===== src/sv/spq_pkg.sv =====
`timescale 1ns / 1ps
// Package: word types, command and status codes, controller-datapath interface types.
package spq_pkg;

  localparam logic [1:0] CMD_APPEND = 2'd0;
  localparam logic [1:0] CMD_INSERT = 2'd1;
  localparam logic [1:0] CMD_REMOVE = 2'd2;
  localparam logic [1:0] CMD_NONE   = 2'd3;

  localparam logic [1:0] ST_DONE    = 2'd0;
  localparam logic [1:0] ST_EMPTY   = 2'd1;
  localparam logic [1:0] ST_FULL    = 2'd2;
  localparam logic [1:0] ST_NOPLACE = 2'd3;

  localparam logic [2:0] RA_ZERO   = 3'd0;
  localparam logic [2:0] RA_TAIL   = 3'd1;
  localparam logic [2:0] RA_IDX    = 3'd2;
  localparam logic [2:0] RA_IDX_M1 = 3'd3;
  localparam logic [2:0] RA_IDX_P1 = 3'd4;

  localparam logic WD_ITEM  = 1'b0;
  localparam logic WD_RDATA = 1'b1;

  localparam logic [2:0] IDX_HOLD  = 3'd0;
  localparam logic [2:0] IDX_ZERO  = 3'd1;
  localparam logic [2:0] IDX_ONE   = 3'd2;
  localparam logic [2:0] IDX_COUNT = 3'd3;
  localparam logic [2:0] IDX_INC   = 3'd4;
  localparam logic [2:0] IDX_DEC   = 3'd5;

  localparam logic [1:0] POS_HOLD  = 2'd0;
  localparam logic [1:0] POS_ZERO  = 2'd1;
  localparam logic [1:0] POS_COUNT = 2'd2;
  localparam logic [1:0] POS_IDX   = 2'd3;

  localparam logic [1:0] CNT_HOLD = 2'd0;
  localparam logic [1:0] CNT_INC  = 2'd1;
  localparam logic [1:0] CNT_DEC  = 2'd2;

  localparam logic [1:0] HEAD_HOLD  = 2'd0;
  localparam logic [1:0] HEAD_CLEAR = 2'd1;
  localparam logic [1:0] HEAD_LOAD  = 2'd2;

  typedef struct packed {
    logic [1:0]         command;
    logic signed [31:0] item_value;
    logic signed [15:0] item_priority;
  } in_t;

  typedef struct packed {
    logic signed [31:0] out_value;
    logic signed [15:0] out_priority;
    logic [1:0]         status;
  } out_t;

  typedef struct packed {
    logic       cap_item;
    logic       rd_en;
    logic [2:0] rd_sel;
    logic       wr_en;
    logic       wr_sel;
    logic [2:0] idx_op;
    logic [1:0] pos_op;
    logic [1:0] cnt_op;
    logic       prev_ld;
    logic [1:0] head_op;
    logic       out_ld;
    logic [1:0] status;
  } dp_cmd_t;

  typedef struct packed {
    logic [1:0] cmd;
    logic       empty;
    logic       full;
    logic       idx_eq_pos;
    logic       idx_is_last;
    logic       pri_gt_rd;
    logic       pri_le_rd;
    logic       prev_ge_pri;
    logic       rd_lt_pri;
  } dp_sts_t;

endpackage


===== src/sv/spq_datapath.sv =====
`timescale 1ns / 1ps
// Datapath: entry memory, fill count, index registers, compares and result register.
module spq_datapath #(
  parameter int QUEUE_DEPTH   = 16,
  parameter int PRIORITY_BITS = 16
) (
  input  logic             clk,
  input  logic             rst_n,
  input  spq_pkg::in_t     in_data,
  input  spq_pkg::dp_cmd_t cmd,
  output spq_pkg::dp_sts_t sts,
  output spq_pkg::out_t    out_data
);
  import spq_pkg::*;

  localparam int AW = $clog2(QUEUE_DEPTH);
  localparam int CW = $clog2(QUEUE_DEPTH + 1);
  localparam int PB = PRIORITY_BITS;
  localparam int DW = 32 + PB;

  logic [DW-1:0]        mem_r [QUEUE_DEPTH];
  logic [DW-1:0]        rdata_r;
  logic [CW-1:0]        count_r, count_nxt;
  logic [AW-1:0]        idx_r, idx_nxt;
  logic [AW-1:0]        pos_r, pos_nxt;
  logic [1:0]           item_cmd_r;
  logic [31:0]          item_val_r;
  logic signed [PB-1:0] item_pri_r;
  logic signed [PB-1:0] prev_r;
  logic [31:0]          head_val_r;
  logic [PB-1:0]        head_pri_r;
  out_t                 out_data_r;

  logic [PB-1:0]        in_pri;
  logic [15:0]          head_pri16;
  logic [CW-1:0]        count_m1;
  logic [AW-1:0]        count_a;
  logic [AW-1:0]        tail_a;
  logic [AW-1:0]        raddr;
  logic [DW-1:0]        wdata;
  logic [31:0]          rd_val;
  logic signed [PB-1:0] rd_pri;

  if (PB <= 16) begin : g_in_narrow
    assign in_pri = in_data.item_priority[PB-1:0];
  end else begin : g_in_wide
    assign in_pri = {{(PB-16){1'b0}}, in_data.item_priority};
  end

  if (PB >= 16) begin : g_out_narrow
    assign head_pri16 = head_pri_r[15:0];
  end else begin : g_out_wide
    assign head_pri16 = {{(16-PB){1'b0}}, head_pri_r};
  end

  assign count_m1 = count_r - 1'b1;
  assign count_a  = count_r[AW-1:0];
  assign tail_a   = count_m1[AW-1:0];
  assign rd_val   = rdata_r[DW-1:PB];
  assign rd_pri   = rdata_r[PB-1:0];

  always_comb begin
    case (cmd.rd_sel)
      RA_ZERO:   raddr = '0;
      RA_TAIL:   raddr = tail_a;
      RA_IDX:    raddr = idx_r;
      RA_IDX_M1: raddr = idx_r - 1'b1;
      RA_IDX_P1: raddr = idx_r + 1'b1;
      default:   raddr = '0;
    endcase
  end

  assign wdata = (cmd.wr_sel == WD_RDATA) ? rdata_r : {item_val_r, item_pri_r};

  always_ff @(posedge clk) begin
    if (cmd.wr_en) begin
      mem_r[idx_r] <= wdata;
    end
    if (cmd.rd_en) begin
      rdata_r <= mem_r[raddr];
    end
  end

  always_comb begin
    case (cmd.cnt_op)
      CNT_INC: count_nxt = count_r + 1'b1;
      CNT_DEC: count_nxt = count_m1;
      default: count_nxt = count_r;
    endcase
  end

  always_comb begin
    case (cmd.idx_op)
      IDX_ZERO:  idx_nxt = '0;
      IDX_ONE:   idx_nxt = AW'(1);
      IDX_COUNT: idx_nxt = count_a;
      IDX_INC:   idx_nxt = idx_r + 1'b1;
      IDX_DEC:   idx_nxt = idx_r - 1'b1;
      default:   idx_nxt = idx_r;
    endcase
  end

  always_comb begin
    case (cmd.pos_op)
      POS_ZERO:  pos_nxt = '0;
      POS_COUNT: pos_nxt = count_a;
      POS_IDX:   pos_nxt = idx_r;
      default:   pos_nxt = pos_r;
    endcase
  end

  always_ff @(posedge clk) begin
    if (!rst_n) begin
      count_r <= '0;
    end else begin
      count_r <= count_nxt;
    end
  end

  always_ff @(posedge clk) begin
    idx_r <= idx_nxt;
    pos_r <= pos_nxt;
    if (cmd.cap_item) begin
      item_cmd_r <= in_data.command;
      item_val_r <= in_data.item_value;
      item_pri_r <= in_pri;
    end
    if (cmd.prev_ld) begin
      prev_r <= rd_pri;
    end
    case (cmd.head_op)
      HEAD_CLEAR: begin
        head_val_r <= '0;
        head_pri_r <= '0;
      end
      HEAD_LOAD: begin
        head_val_r <= rd_val;
        head_pri_r <= rd_pri;
      end
      default: begin
        head_val_r <= head_val_r;
        head_pri_r <= head_pri_r;
      end
    endcase
    if (cmd.out_ld) begin
      out_data_r.out_value    <= head_val_r;
      out_data_r.out_priority <= head_pri16;
      out_data_r.status       <= cmd.status;
    end
  end

  assign sts.cmd         = item_cmd_r;
  assign sts.empty       = (count_r == '0);
  assign sts.full        = (count_r == CW'(QUEUE_DEPTH));
  assign sts.idx_eq_pos  = (idx_r == pos_r);
  assign sts.idx_is_last = (idx_r == tail_a);
  assign sts.pri_gt_rd   = (item_pri_r > rd_pri);
  assign sts.pri_le_rd   = (item_pri_r <= rd_pri);
  assign sts.prev_ge_pri = (prev_r >= item_pri_r);
  assign sts.rd_lt_pri   = (rd_pri < item_pri_r);

  assign out_data = out_data_r;

endmodule


===== src/sv/spq_ctrl.sv =====
`timescale 1ns / 1ps
// Controller: sequences head/tail checks, position scan, entry shifts and result delivery.
module spq_ctrl (
  input  logic             clk,
  input  logic             rst_n,
  input  logic             in_valid,
  output logic             in_ready,
  output logic             out_valid,
  input  logic             out_ready,
  input  spq_pkg::dp_sts_t sts,
  output spq_pkg::dp_cmd_t cmd
);
  import spq_pkg::*;

  localparam logic [3:0] S_IDLE      = 4'd0;
  localparam logic [3:0] S_DECODE    = 4'd1;
  localparam logic [3:0] S_CHK_HEAD  = 4'd2;
  localparam logic [3:0] S_CHK_TAIL  = 4'd3;
  localparam logic [3:0] S_SCAN_RD   = 4'd4;
  localparam logic [3:0] S_SCAN_CHK  = 4'd5;
  localparam logic [3:0] S_SHIFT_CHK = 4'd6;
  localparam logic [3:0] S_SH_WR     = 4'd7;
  localparam logic [3:0] S_CAP_HEAD  = 4'd8;
  localparam logic [3:0] S_RM_CHK    = 4'd9;
  localparam logic [3:0] S_RM_WR     = 4'd10;
  localparam logic [3:0] S_FINISH    = 4'd11;

  logic [3:0] state_r, state_nxt;
  logic [1:0] st_r, st_nxt;
  logic       out_valid_r, out_valid_nxt;

  assign in_ready  = (state_r == S_IDLE);
  assign out_valid = out_valid_r;

  always_comb begin
    cmd           = '0;
    state_nxt     = state_r;
    st_nxt        = st_r;
    out_valid_nxt = out_valid_r && !out_ready;
    case (state_r)
      S_IDLE: begin
        if (in_valid) begin
          cmd.cap_item = 1'b1;
          state_nxt    = S_DECODE;
        end
      end
      S_DECODE: begin
        cmd.head_op = HEAD_CLEAR;
        st_nxt      = ST_DONE;
        if (sts.cmd inside {CMD_APPEND, CMD_INSERT}) begin
          if (sts.full) begin
            st_nxt    = ST_FULL;
            state_nxt = S_FINISH;
          end else if (sts.cmd == CMD_APPEND || sts.empty) begin
            cmd.idx_op = IDX_COUNT;
            cmd.pos_op = POS_COUNT;
            state_nxt  = S_SHIFT_CHK;
          end else begin
            cmd.rd_en  = 1'b1;
            cmd.rd_sel = RA_ZERO;
            state_nxt  = S_CHK_HEAD;
          end
        end else if (sts.cmd == CMD_REMOVE) begin
          if (sts.empty) begin
            st_nxt    = ST_EMPTY;
            state_nxt = S_FINISH;
          end else begin
            cmd.rd_en  = 1'b1;
            cmd.rd_sel = RA_ZERO;
            state_nxt  = S_CAP_HEAD;
          end
        end else begin
          state_nxt = S_FINISH;
        end
      end
      S_CHK_HEAD: begin
        if (sts.pri_gt_rd) begin
          cmd.idx_op = IDX_COUNT;
          cmd.pos_op = POS_ZERO;
          state_nxt  = S_SHIFT_CHK;
        end else begin
          cmd.prev_ld = 1'b1;
          cmd.rd_en   = 1'b1;
          cmd.rd_sel  = RA_TAIL;
          state_nxt   = S_CHK_TAIL;
        end
      end
      S_CHK_TAIL: begin
        if (sts.pri_le_rd) begin
          cmd.idx_op = IDX_COUNT;
          cmd.pos_op = POS_COUNT;
          state_nxt  = S_SHIFT_CHK;
        end else begin
          cmd.idx_op = IDX_ONE;
          state_nxt  = S_SCAN_RD;
        end
      end
      S_SCAN_RD: begin
        cmd.rd_en  = 1'b1;
        cmd.rd_sel = RA_IDX;
        state_nxt  = S_SCAN_CHK;
      end
      S_SCAN_CHK: begin
        if (sts.prev_ge_pri && sts.rd_lt_pri) begin
          cmd.pos_op = POS_IDX;
          cmd.idx_op = IDX_COUNT;
          state_nxt  = S_SHIFT_CHK;
        end else if (sts.idx_is_last) begin
          st_nxt    = ST_NOPLACE;
          state_nxt = S_FINISH;
        end else begin
          cmd.prev_ld = 1'b1;
          cmd.idx_op  = IDX_INC;
          state_nxt   = S_SCAN_RD;
        end
      end
      S_SHIFT_CHK: begin
        if (sts.idx_eq_pos) begin
          cmd.wr_en  = 1'b1;
          cmd.wr_sel = WD_ITEM;
          cmd.cnt_op = CNT_INC;
          state_nxt  = S_FINISH;
        end else begin
          cmd.rd_en  = 1'b1;
          cmd.rd_sel = RA_IDX_M1;
          state_nxt  = S_SH_WR;
        end
      end
      S_SH_WR: begin
        cmd.wr_en  = 1'b1;
        cmd.wr_sel = WD_RDATA;
        cmd.idx_op = IDX_DEC;
        state_nxt  = S_SHIFT_CHK;
      end
      S_CAP_HEAD: begin
        cmd.head_op = HEAD_LOAD;
        cmd.idx_op  = IDX_ZERO;
        state_nxt   = S_RM_CHK;
      end
      S_RM_CHK: begin
        if (sts.idx_is_last) begin
          cmd.cnt_op = CNT_DEC;
          state_nxt  = S_FINISH;
        end else begin
          cmd.rd_en  = 1'b1;
          cmd.rd_sel = RA_IDX_P1;
          state_nxt  = S_RM_WR;
        end
      end
      S_RM_WR: begin
        cmd.wr_en  = 1'b1;
        cmd.wr_sel = WD_RDATA;
        cmd.idx_op = IDX_INC;
        state_nxt  = S_RM_CHK;
      end
      S_FINISH: begin
        if (!out_valid_r || out_ready) begin
          cmd.out_ld    = 1'b1;
          cmd.status    = st_r;
          out_valid_nxt = 1'b1;
          state_nxt     = S_IDLE;
        end
      end
      default: begin
        state_nxt = S_IDLE;
      end
    endcase
  end

  always_ff @(posedge clk) begin
    if (!rst_n) begin
      state_r     <= S_IDLE;
      st_r        <= ST_DONE;
      out_valid_r <= 1'b0;
    end else begin
      state_r     <= state_nxt;
      st_r        <= st_nxt;
      out_valid_r <= out_valid_nxt;
    end
  end

endmodule


===== src/sv/stable_priority_queue_top.sv =====
`timescale 1ns / 1ps
// Top level: stable priority queue with sorted insert, controller plus datapath.
// Bounded queue of (value, priority) entries held in a single-port-read, single-port-write
// memory of QUEUE_DEPTH words. One command word is taken at a time and gives exactly one
// result word. An append, or an insert into an empty queue, writes the item at the tail. A
// full-queue insert, an empty remove or the unused command goes straight to the result. A
// priority insert checks the head, then the tail when the entry does not go to the head,
// and scans the middle entries when it goes to neither end; it then moves each entry
// behind its place one step toward the tail. A remove captures the head and moves each
// remaining entry one step toward the head. Each entry moved takes one memory read and one
// memory write. A new command is taken while the previous result is still waiting on the
// output register, but its own result is held until that one is taken.
module stable_priority_queue_top #(
  parameter int QUEUE_DEPTH   = 16,
  parameter int PRIORITY_BITS = 16
) (
  input  logic          clk,
  input  logic          rst_n,
  input  logic          in_valid,
  output logic          in_ready,
  input  spq_pkg::in_t  in_data,
  output logic          out_valid,
  input  logic          out_ready,
  output spq_pkg::out_t out_data
);
  import spq_pkg::*;

  dp_cmd_t dp_cmd;
  dp_sts_t dp_sts;

  spq_ctrl u_ctrl (
    .clk       (clk),
    .rst_n     (rst_n),
    .in_valid  (in_valid),
    .in_ready  (in_ready),
    .out_valid (out_valid),
    .out_ready (out_ready),
    .sts       (dp_sts),
    .cmd       (dp_cmd)
  );

  spq_datapath #(
    .QUEUE_DEPTH   (QUEUE_DEPTH),
    .PRIORITY_BITS (PRIORITY_BITS)
  ) u_datapath (
    .clk      (clk),
    .rst_n    (rst_n),
    .in_data  (in_data),
    .cmd      (dp_cmd),
    .sts      (dp_sts),
    .out_data (out_data)
  );

`ifndef SYNTHESIS
  a_inc_not_full: assert property (@(posedge clk) disable iff (!rst_n)
    (dp_cmd.cnt_op == CNT_INC) |-> !dp_sts.full)
    else $error("fill count advanced on a full queue");

  a_dec_not_empty: assert property (@(posedge clk) disable iff (!rst_n)
    (dp_cmd.cnt_op == CNT_DEC) |-> !dp_sts.empty)
    else $error("fill count dropped on an empty queue");

  a_one_word: assert property (@(posedge clk) disable iff (!rst_n)
    (in_valid && in_ready) |=> !in_ready)
    else $error("second word taken while one is in work");

  a_out_slot: assert property (@(posedge clk) disable iff (!rst_n)
    dp_cmd.out_ld |-> (!out_valid || out_ready))
    else $error("result register overwritten before delivery");
`endif

endmodule


===== config.mk =====
export PLATFORM = sky130hd
export DESIGN_NAME = stable_priority_queue_top
export DESIGN_NICKNAME = d
export VERILOG_FILES = /design/src/sv/spq_pkg.sv /design/src/sv/spq_datapath.sv /design/src/sv/spq_ctrl.sv /design/src/sv/stable_priority_queue_top.sv
export SDC_FILE = /design/constraint.sdc
export NUM_CORES = 1
export LEC_CHECK = 0
export ABC_AREA = 1
export BUFFER_PORTS_ARGS = -buffer_cell sky130_fd_sc_hd__clkbuf_2
export CAP_MARGIN = 10
export CORE_UTILIZATION = 23
export DETAILED_ROUTE_END_ITERATION = 6
export HOLD_SLACK_MARGIN = 0.1
export PLACE_DENSITY = 0.45
export SYNTH_ARGS = -nofsm -noshare
export SYNTH_HDL_FRONTEND = slang
export SYNTH_HIERARCHICAL = 1
export SYNTH_SLANG_ARGS = --single-unit

===== constraint.sdc =====
create_clock -name clk -period 4.7 [get_ports clk]
set_input_delay 0.705 -clock clk [delete_from_list [all_inputs] [get_ports clk]]
set_output_delay 0.705 -clock clk [all_outputs]
set_load 0.1 [all_outputs]

# [Word level (Yosys, flattened, before mapping)]
# Memory sizes are Yosys's and may differ from the RTL's. A register that Yosys moved wholly into a read port is not among the register bits.
# Cells that the tools add are included.
[classes] n_eq_ne=36 n_reduce_logical=20 n_lt_le_gt_ge=4 add_sub_neg=4 n_mux=66
[ops] operator="4-bit two-way mux" n=18
[ops] operator="32-bit case mux with 2 select lines" n=1
[ops] operator="48-bit two-way mux" n=1
[ops] operator="4-bit case mux with 11 select lines" n=1
[ops] operator="4-bit case mux with 5 select lines" n=2
[ops] operator="16-bit case mux with 2 select lines" n=1
[ops] operator="2-bit two-way mux" n=11
[ops] operator="3-bit case mux with 7 select lines" n=1
[ops] operator="3-bit two-way mux" n=6
[ops] operator="4-bit by 3-bit equality test with 1-bit output (second input constant)" n=4
[ops] operator="4-bit equality test (second input constant)" n=4
[ops] operator="16-bit greater-or-equal comparator" n=1
[ops] operator="16-bit > comparator" n=1
[ops] operator="16-bit less-or-equal comparator" n=1
[ops] operator="16-bit less-than comparator" n=1
[ops] operator="2-bit case mux with 2 select lines" n=4
[ops] operator="4-bit case mux with 4 select lines" n=1
[ops] operator="1-bit two-way mux" n=13
[ops] operator="3-bit by 2-bit equality test with 1-bit output (second input constant)" n=4
[ops] operator="4-bit case mux with 3 select lines" n=1
[ops] operator="2-bit equality test (second input constant)" n=5
[ops] operator="5-bit two-way mux" n=2
[ops] operator="5-bit case mux with 2 select lines" n=1
[ops] operator="3-bit equality test (second input constant)" n=3
[ops] operator="26 further kinds" n=42
[totals] reg_bits=184 output_inout_bits=52 mem_count=1 ramBits=768 elab_cells=146 in_bits=54
[mem_list] memory="u_datapath.mem_r" words=16 width=48 rd=1 rd_ports_with_merged_regs=1 wr=1 line="spq_datapath.sv:21" source="logic [DW-1:0] mem_r [QUEUE_DEPTH];"

# [Longest topological paths before layout]
[logic_depth] word_depth=8 ltp_mapped=29

# [Modules after synthesis]
# Netlist, hierarchy kept.
[modules_own_cells] module="spq_datapath" n_inst=1 area_per_inst_um2=42256.8 cells_per_inst=3528 seq_area_each_um2=29768.6
[modules_own_cells] module="spq_ctrl" n_inst=1 area_per_inst_um2=708.2 cells_per_inst=136 seq_area_each_um2=140.1

# [Least setup slack after synthesis]
# OpenSTA, ideal clock, no wires.
[synth_path] path_kind="flip-flop to flip-flop" startpoint="register u_datapath.idx_r[1]" endpoint="memory u_datapath/mem_r[12][0] (netlist name) (enable)" period_less_slack_ns=4.198 stages_incl_launch_ff=7 t_required_ns=4.246 path_buffers=0 t_arrival_ns=3.744 path_slack_ns=0.502 path_cell_list="edfxtp_1 or2_2 a221oi_1 nand2_1 o21ai_0 nand2_1 nor2_1"
[synth_lines] element="from (decl)" line="spq_datapath.sv:24" source="logic [AW-1:0] idx_r, idx_nxt;"
[synth_lines] element="from (signal assigned)" line="spq_datapath.sv:121" source="idx_r <= idx_nxt;"
[synth_lines] element="to (decl)" line="spq_datapath.sv:21"

==> results by group <==
Die
  • Initial Util: 23.2%
  • I/O pins: 106
  • Die width: 434 um
  • Core area: 185000 um2
  • Die area: 189000 um2
  • Die H: 434 um
  • FP Rows: 158

STA
  • RSZ-0062 raised after global routing: false
  • TNS Setup: 0 ns
  • Fin. max-slew vios: 0
  • Slew @ Worst Pin: 1.11 ns
  • Final Cycle Share: 91.0%
  • Final Setup Violations: 0
  • Minimum clock period after layout: 4.28 ns
  • Slew margin rel.: 26.2%
  • Final Hold Vio Count: 0
  • Clock skew: 0.0314 ns
  • Maximum clock rate: 0.234 GHz

Synth
  • Cell type with the largest total area after synthesis: edfxtp_1
  • Avg Synthesized Cell Area: 11.7 um2
  • Seq/Total Area, Yosys: 69.6%
  • Synth async-reset ratio: 0%
  • Library cells used by synthesis: 41
  • Most used flip-flop cell after synthesis: edfxtp_1
  • Synth cell count leaders: 988 x edfxtp_1, 811 x nand2_1, 583 x nand3_1
  • Top-count cell post-synth: edfxtp_1
  • Total number of yosys warnings: 6
  • Top-area cell type share of the netlist area: 69.1%
  • Yosys reg bits: 1000
  • Mapped Nets: 3760
  • Mapped cell area: 43000 um2
  • Mapped Cells: 3664
  • Post-synth EDFFs: 988
  • Largest cells by area after synthesis: edfxtp_1 69%, nand2_1 7.1%, nand3_1 6.8%

Worst setup path
  • CP required: 5.17 ns
  • CP Launch Type: flop
  • Most used cell, CP: nand3_1
  • R2r startpoint: u_datapath/rdata_r[15]
  • Crit path arrival time: 4.75 ns
  • CP Capture Type: flop
  • R2R depth: 21
  • Crit-path max FO: 47
  • CP cell instances: ha_1, nand4_1, nor3_1, nand2_1, nand3_1, and2_1, inv_1, nand3_1, o21ai_0, inv_1, nor2_1, nand3_1, nand2_8, nor2_8, buf_12, buf_12, nand2_1, nand3_1, nand3_1, nand3_1, nand2_1
  • R2r setup slk: 0.42 ns
  • Crit Path Class: flop to flop
  • CP max-delay cell: edfxtp_1
  • Reg2reg end: u_datapath/rdata_r[12]
  • Slowest stage delay, CP: 0.43 ns

Drt
  • Post-DRT Antenna Nets: 0
  • DR WL met3: 5.14 mm
  • Highest routed layer: met5
  • Drt drc: 0
  • Final wirelength: 124 mm
  • WL met1: 57.0 mm
  • DRT Pass-1 Iters: 6
  • Wirelength per Cell: 19.5 um
  • Vias per cell: 4.27
  • Vias: 27100
  • Met2 Wirelength: 59.1 mm
  • Starting DRC count in detailed routing: 2069

Power and ir drop
  • VDD IR max: 530 uV
  • Static leakage power: 20.3 nW
  • Gate power share: 33.5%
  • Switch share: 36.9%
  • Seq pwr share: 38.0%
  • Clock Power Share: 28.5%
  • Switching power: 11.4 mW
  • PD cells: 603 nW/um2
  • P_int: 19.4 mW

GRT
  • Grt ovf: 0
  • Maximum number of pins on one net before global-route repair: 86
  • First-pass GRT wire length: 182 mm
  • Vias in the first global route: 26600
  • Initial antenna violation count: 6
  • GR Util All Layers: 13.0%

Min path
  • Worst hold endpoint: u_datapath/item_pri_r[8]
  • Hold path depth: 1
  • Hold_sp: in_data[8]
  • HP Class: input port to flop

CTS
  • Clock Sinks: 1000
  • Inserted Clock Buffers: 112
  • CTS tree: yes
  • Clk slew on worst S/H paths: 0.06 ns
  • Htree depth: 3
  • Setup bufs post-CTS: 0
  • Max clock buf depth: 3
  • CTS Root Cell: clkbuf_16
  • Clk Latency, worst-skew pair: 0.74 ns

Placed design
  • RePlAce Congestion: 0.762
  • Port Buffer Count: 105
  • DP HPWL: 63.9 mm

Status
  • Status: completed

Final layout
  • Synthesis-to-finish area growth: 18.8%
  • Share of layout cells above drive strength 1: 11.4%
  • Post-layout nets: 3873
  • Final core occ: 27.5%

Run
  • Max-cap check violation count: 0
[worst max-delay path: cells and delay by family (launching register included)]
kind / cells / cell delay (ns)
AND/OR/NAND/NOR: 15 / 2.06
buffers and inverters: 4 / 0.80
adder cells (fa/ha/maj): 1 / 0.40
flip-flops: 1 / 0.43
AO/OA/AOI/OAI: 1 / 0.25
[power groups by stage]
stage	sequential, mW	clock [mW]	combinational, mW
final	11.7	8.76	10.3
after global routing	11.8	9.35	11.5
after CTS	11.7	9.01	10.5
after detailed placement	11.9	0	10.4
after global placement	11.9	0	10.4
after floorplan	11.8	0	6.66
[state kept, by name, summed over array words and instances, names as in the netlist, 5 cells and up]
signal                 flops
u_datapath/rdata_r        48
u_datapath/count_r         5
u_datapath/mem_r         768
u_datapath/head_val_r     32
u_datapath/item_val_r     32
u_datapath/item_pri_r     16
u_datapath/head_pri16     16
u_datapath/out_data       50
u_datapath/prev_r         16
[metal layers]
metal	global-route usage, %	vias up
met1	17.7	13400
li1	-	12900
met2	21.6	554
met4	3.43	2
met5	0	-
met3	1.97	193
[worst max-delay path by stage]
stage / start / to / slack (ns) / cells after the start
2_1_floorplan: u_datapath/idx_r[1] / u_datapath/mem_r[12][0] / 0.50 / 6
3_3_place_gp: u_datapath/item_pri_r[15] / u_datapath/rdata_r[12] / 0.26 / 23
3_5_place_dp: u_datapath/rdata_r[11] / u_datapath/rdata_r[12] / 0.33 / 20
4_1_cts: u_datapath/rdata_r[11] / u_datapath/rdata_r[12] / 0.31 / 20
5_1_grt: u_datapath/rdata_r[15] / u_datapath/rdata_r[12] / 0.01 / 21
6_report: u_datapath/rdata_r[15] / u_datapath/rdata_r[12] / 0.42 / 21
[timing repair]
item	CTS	global route
gates resized for setup	0	1
endpoints found under the hold margin	9	0
hold buffers	9	0
setup endpoints to repair	0	9
[per-stage QoR]
| step | cells | hold WS (ns) | instance area [um2] | worst slack (ns) | power [mW] |
|---|---|---|---|---|---|
| after floorplan | 3664 | 0.400 | 43000 | 0.502 | 18.4 |
| after global placement | 6134 | 0.403 | 47300 | 0.263 | 22.3 |
| after detailed placement | 6134 | 0.405 | 47300 | 0.327 | 22.3 |
| after CTS | 6350 | 0.101 | 51000 | 0.312 | 31.2 |
| after global routing | 6350 | 0.107 | 51000 | 0.0111 | 32.6 |
| final | 6353 | 0.156 | 51000 | 0.422 | 30.8 |
[final cells by class]
| class | instances | area (um2) |
|---|---|---|
| Clock buffer | 137 | 2920 |
| Inverter | 407 | 1530 |
| Timing Repair Buffer | 213 | 2110 |
| Fill cell | 19300 | 134000 |
| Multi-Input combinational cell | 2043 | 10700 |
| Sequential cell | 1000 | 29900 |
| Tap cell | 2480 | 3100 |
| Clock inverter | 70 | 723 |
| Antenna cell | 3 | 7.51 |
[cells in the final DEF (no fill, tap or decap), drive strengths merged, types with 4 or more instances in the layout]
cell	synthesis	routed
ha	42	42
clkinv	0	52
edfxtp	988	988
clkinvlp	0	4
buf	135	99
o21bai	271	271
dlygate4sd3	0	9
o22ai	4	4
nand3	585	585
dfxtp	12	12
o211ai	8	8
mux2	32	32
nand4	8	8
o21ai	147	147
bufinv	0	12
a21oi	25	25
nor2	71	71
nand2	814	814
inv	407	409
xor2	8	8
clkbuf	79	242
nor3	11	11
[kinds of logic (layout without fill, tap and decap cells)]
kind of cell / after synthesis / count (layout) / synth area share [%]
DFF: 1000 / 1000 / 69.6
and+or+nand+nor: 1495 / 1495 / 15.0
other: 0 / 3 / 0
muxes: 32 / 32 / 0.839
AOI/OAI and AO/OA: 463 / 463 / 7.10
xor gates and xnor gates: 11 / 11 / 0.224
adders and majority gates: 42 / 42 / 1.22
buffers and inverters: 621 / 827 / 5.98
No activity file was read; power rests on OpenSTA's default activity.
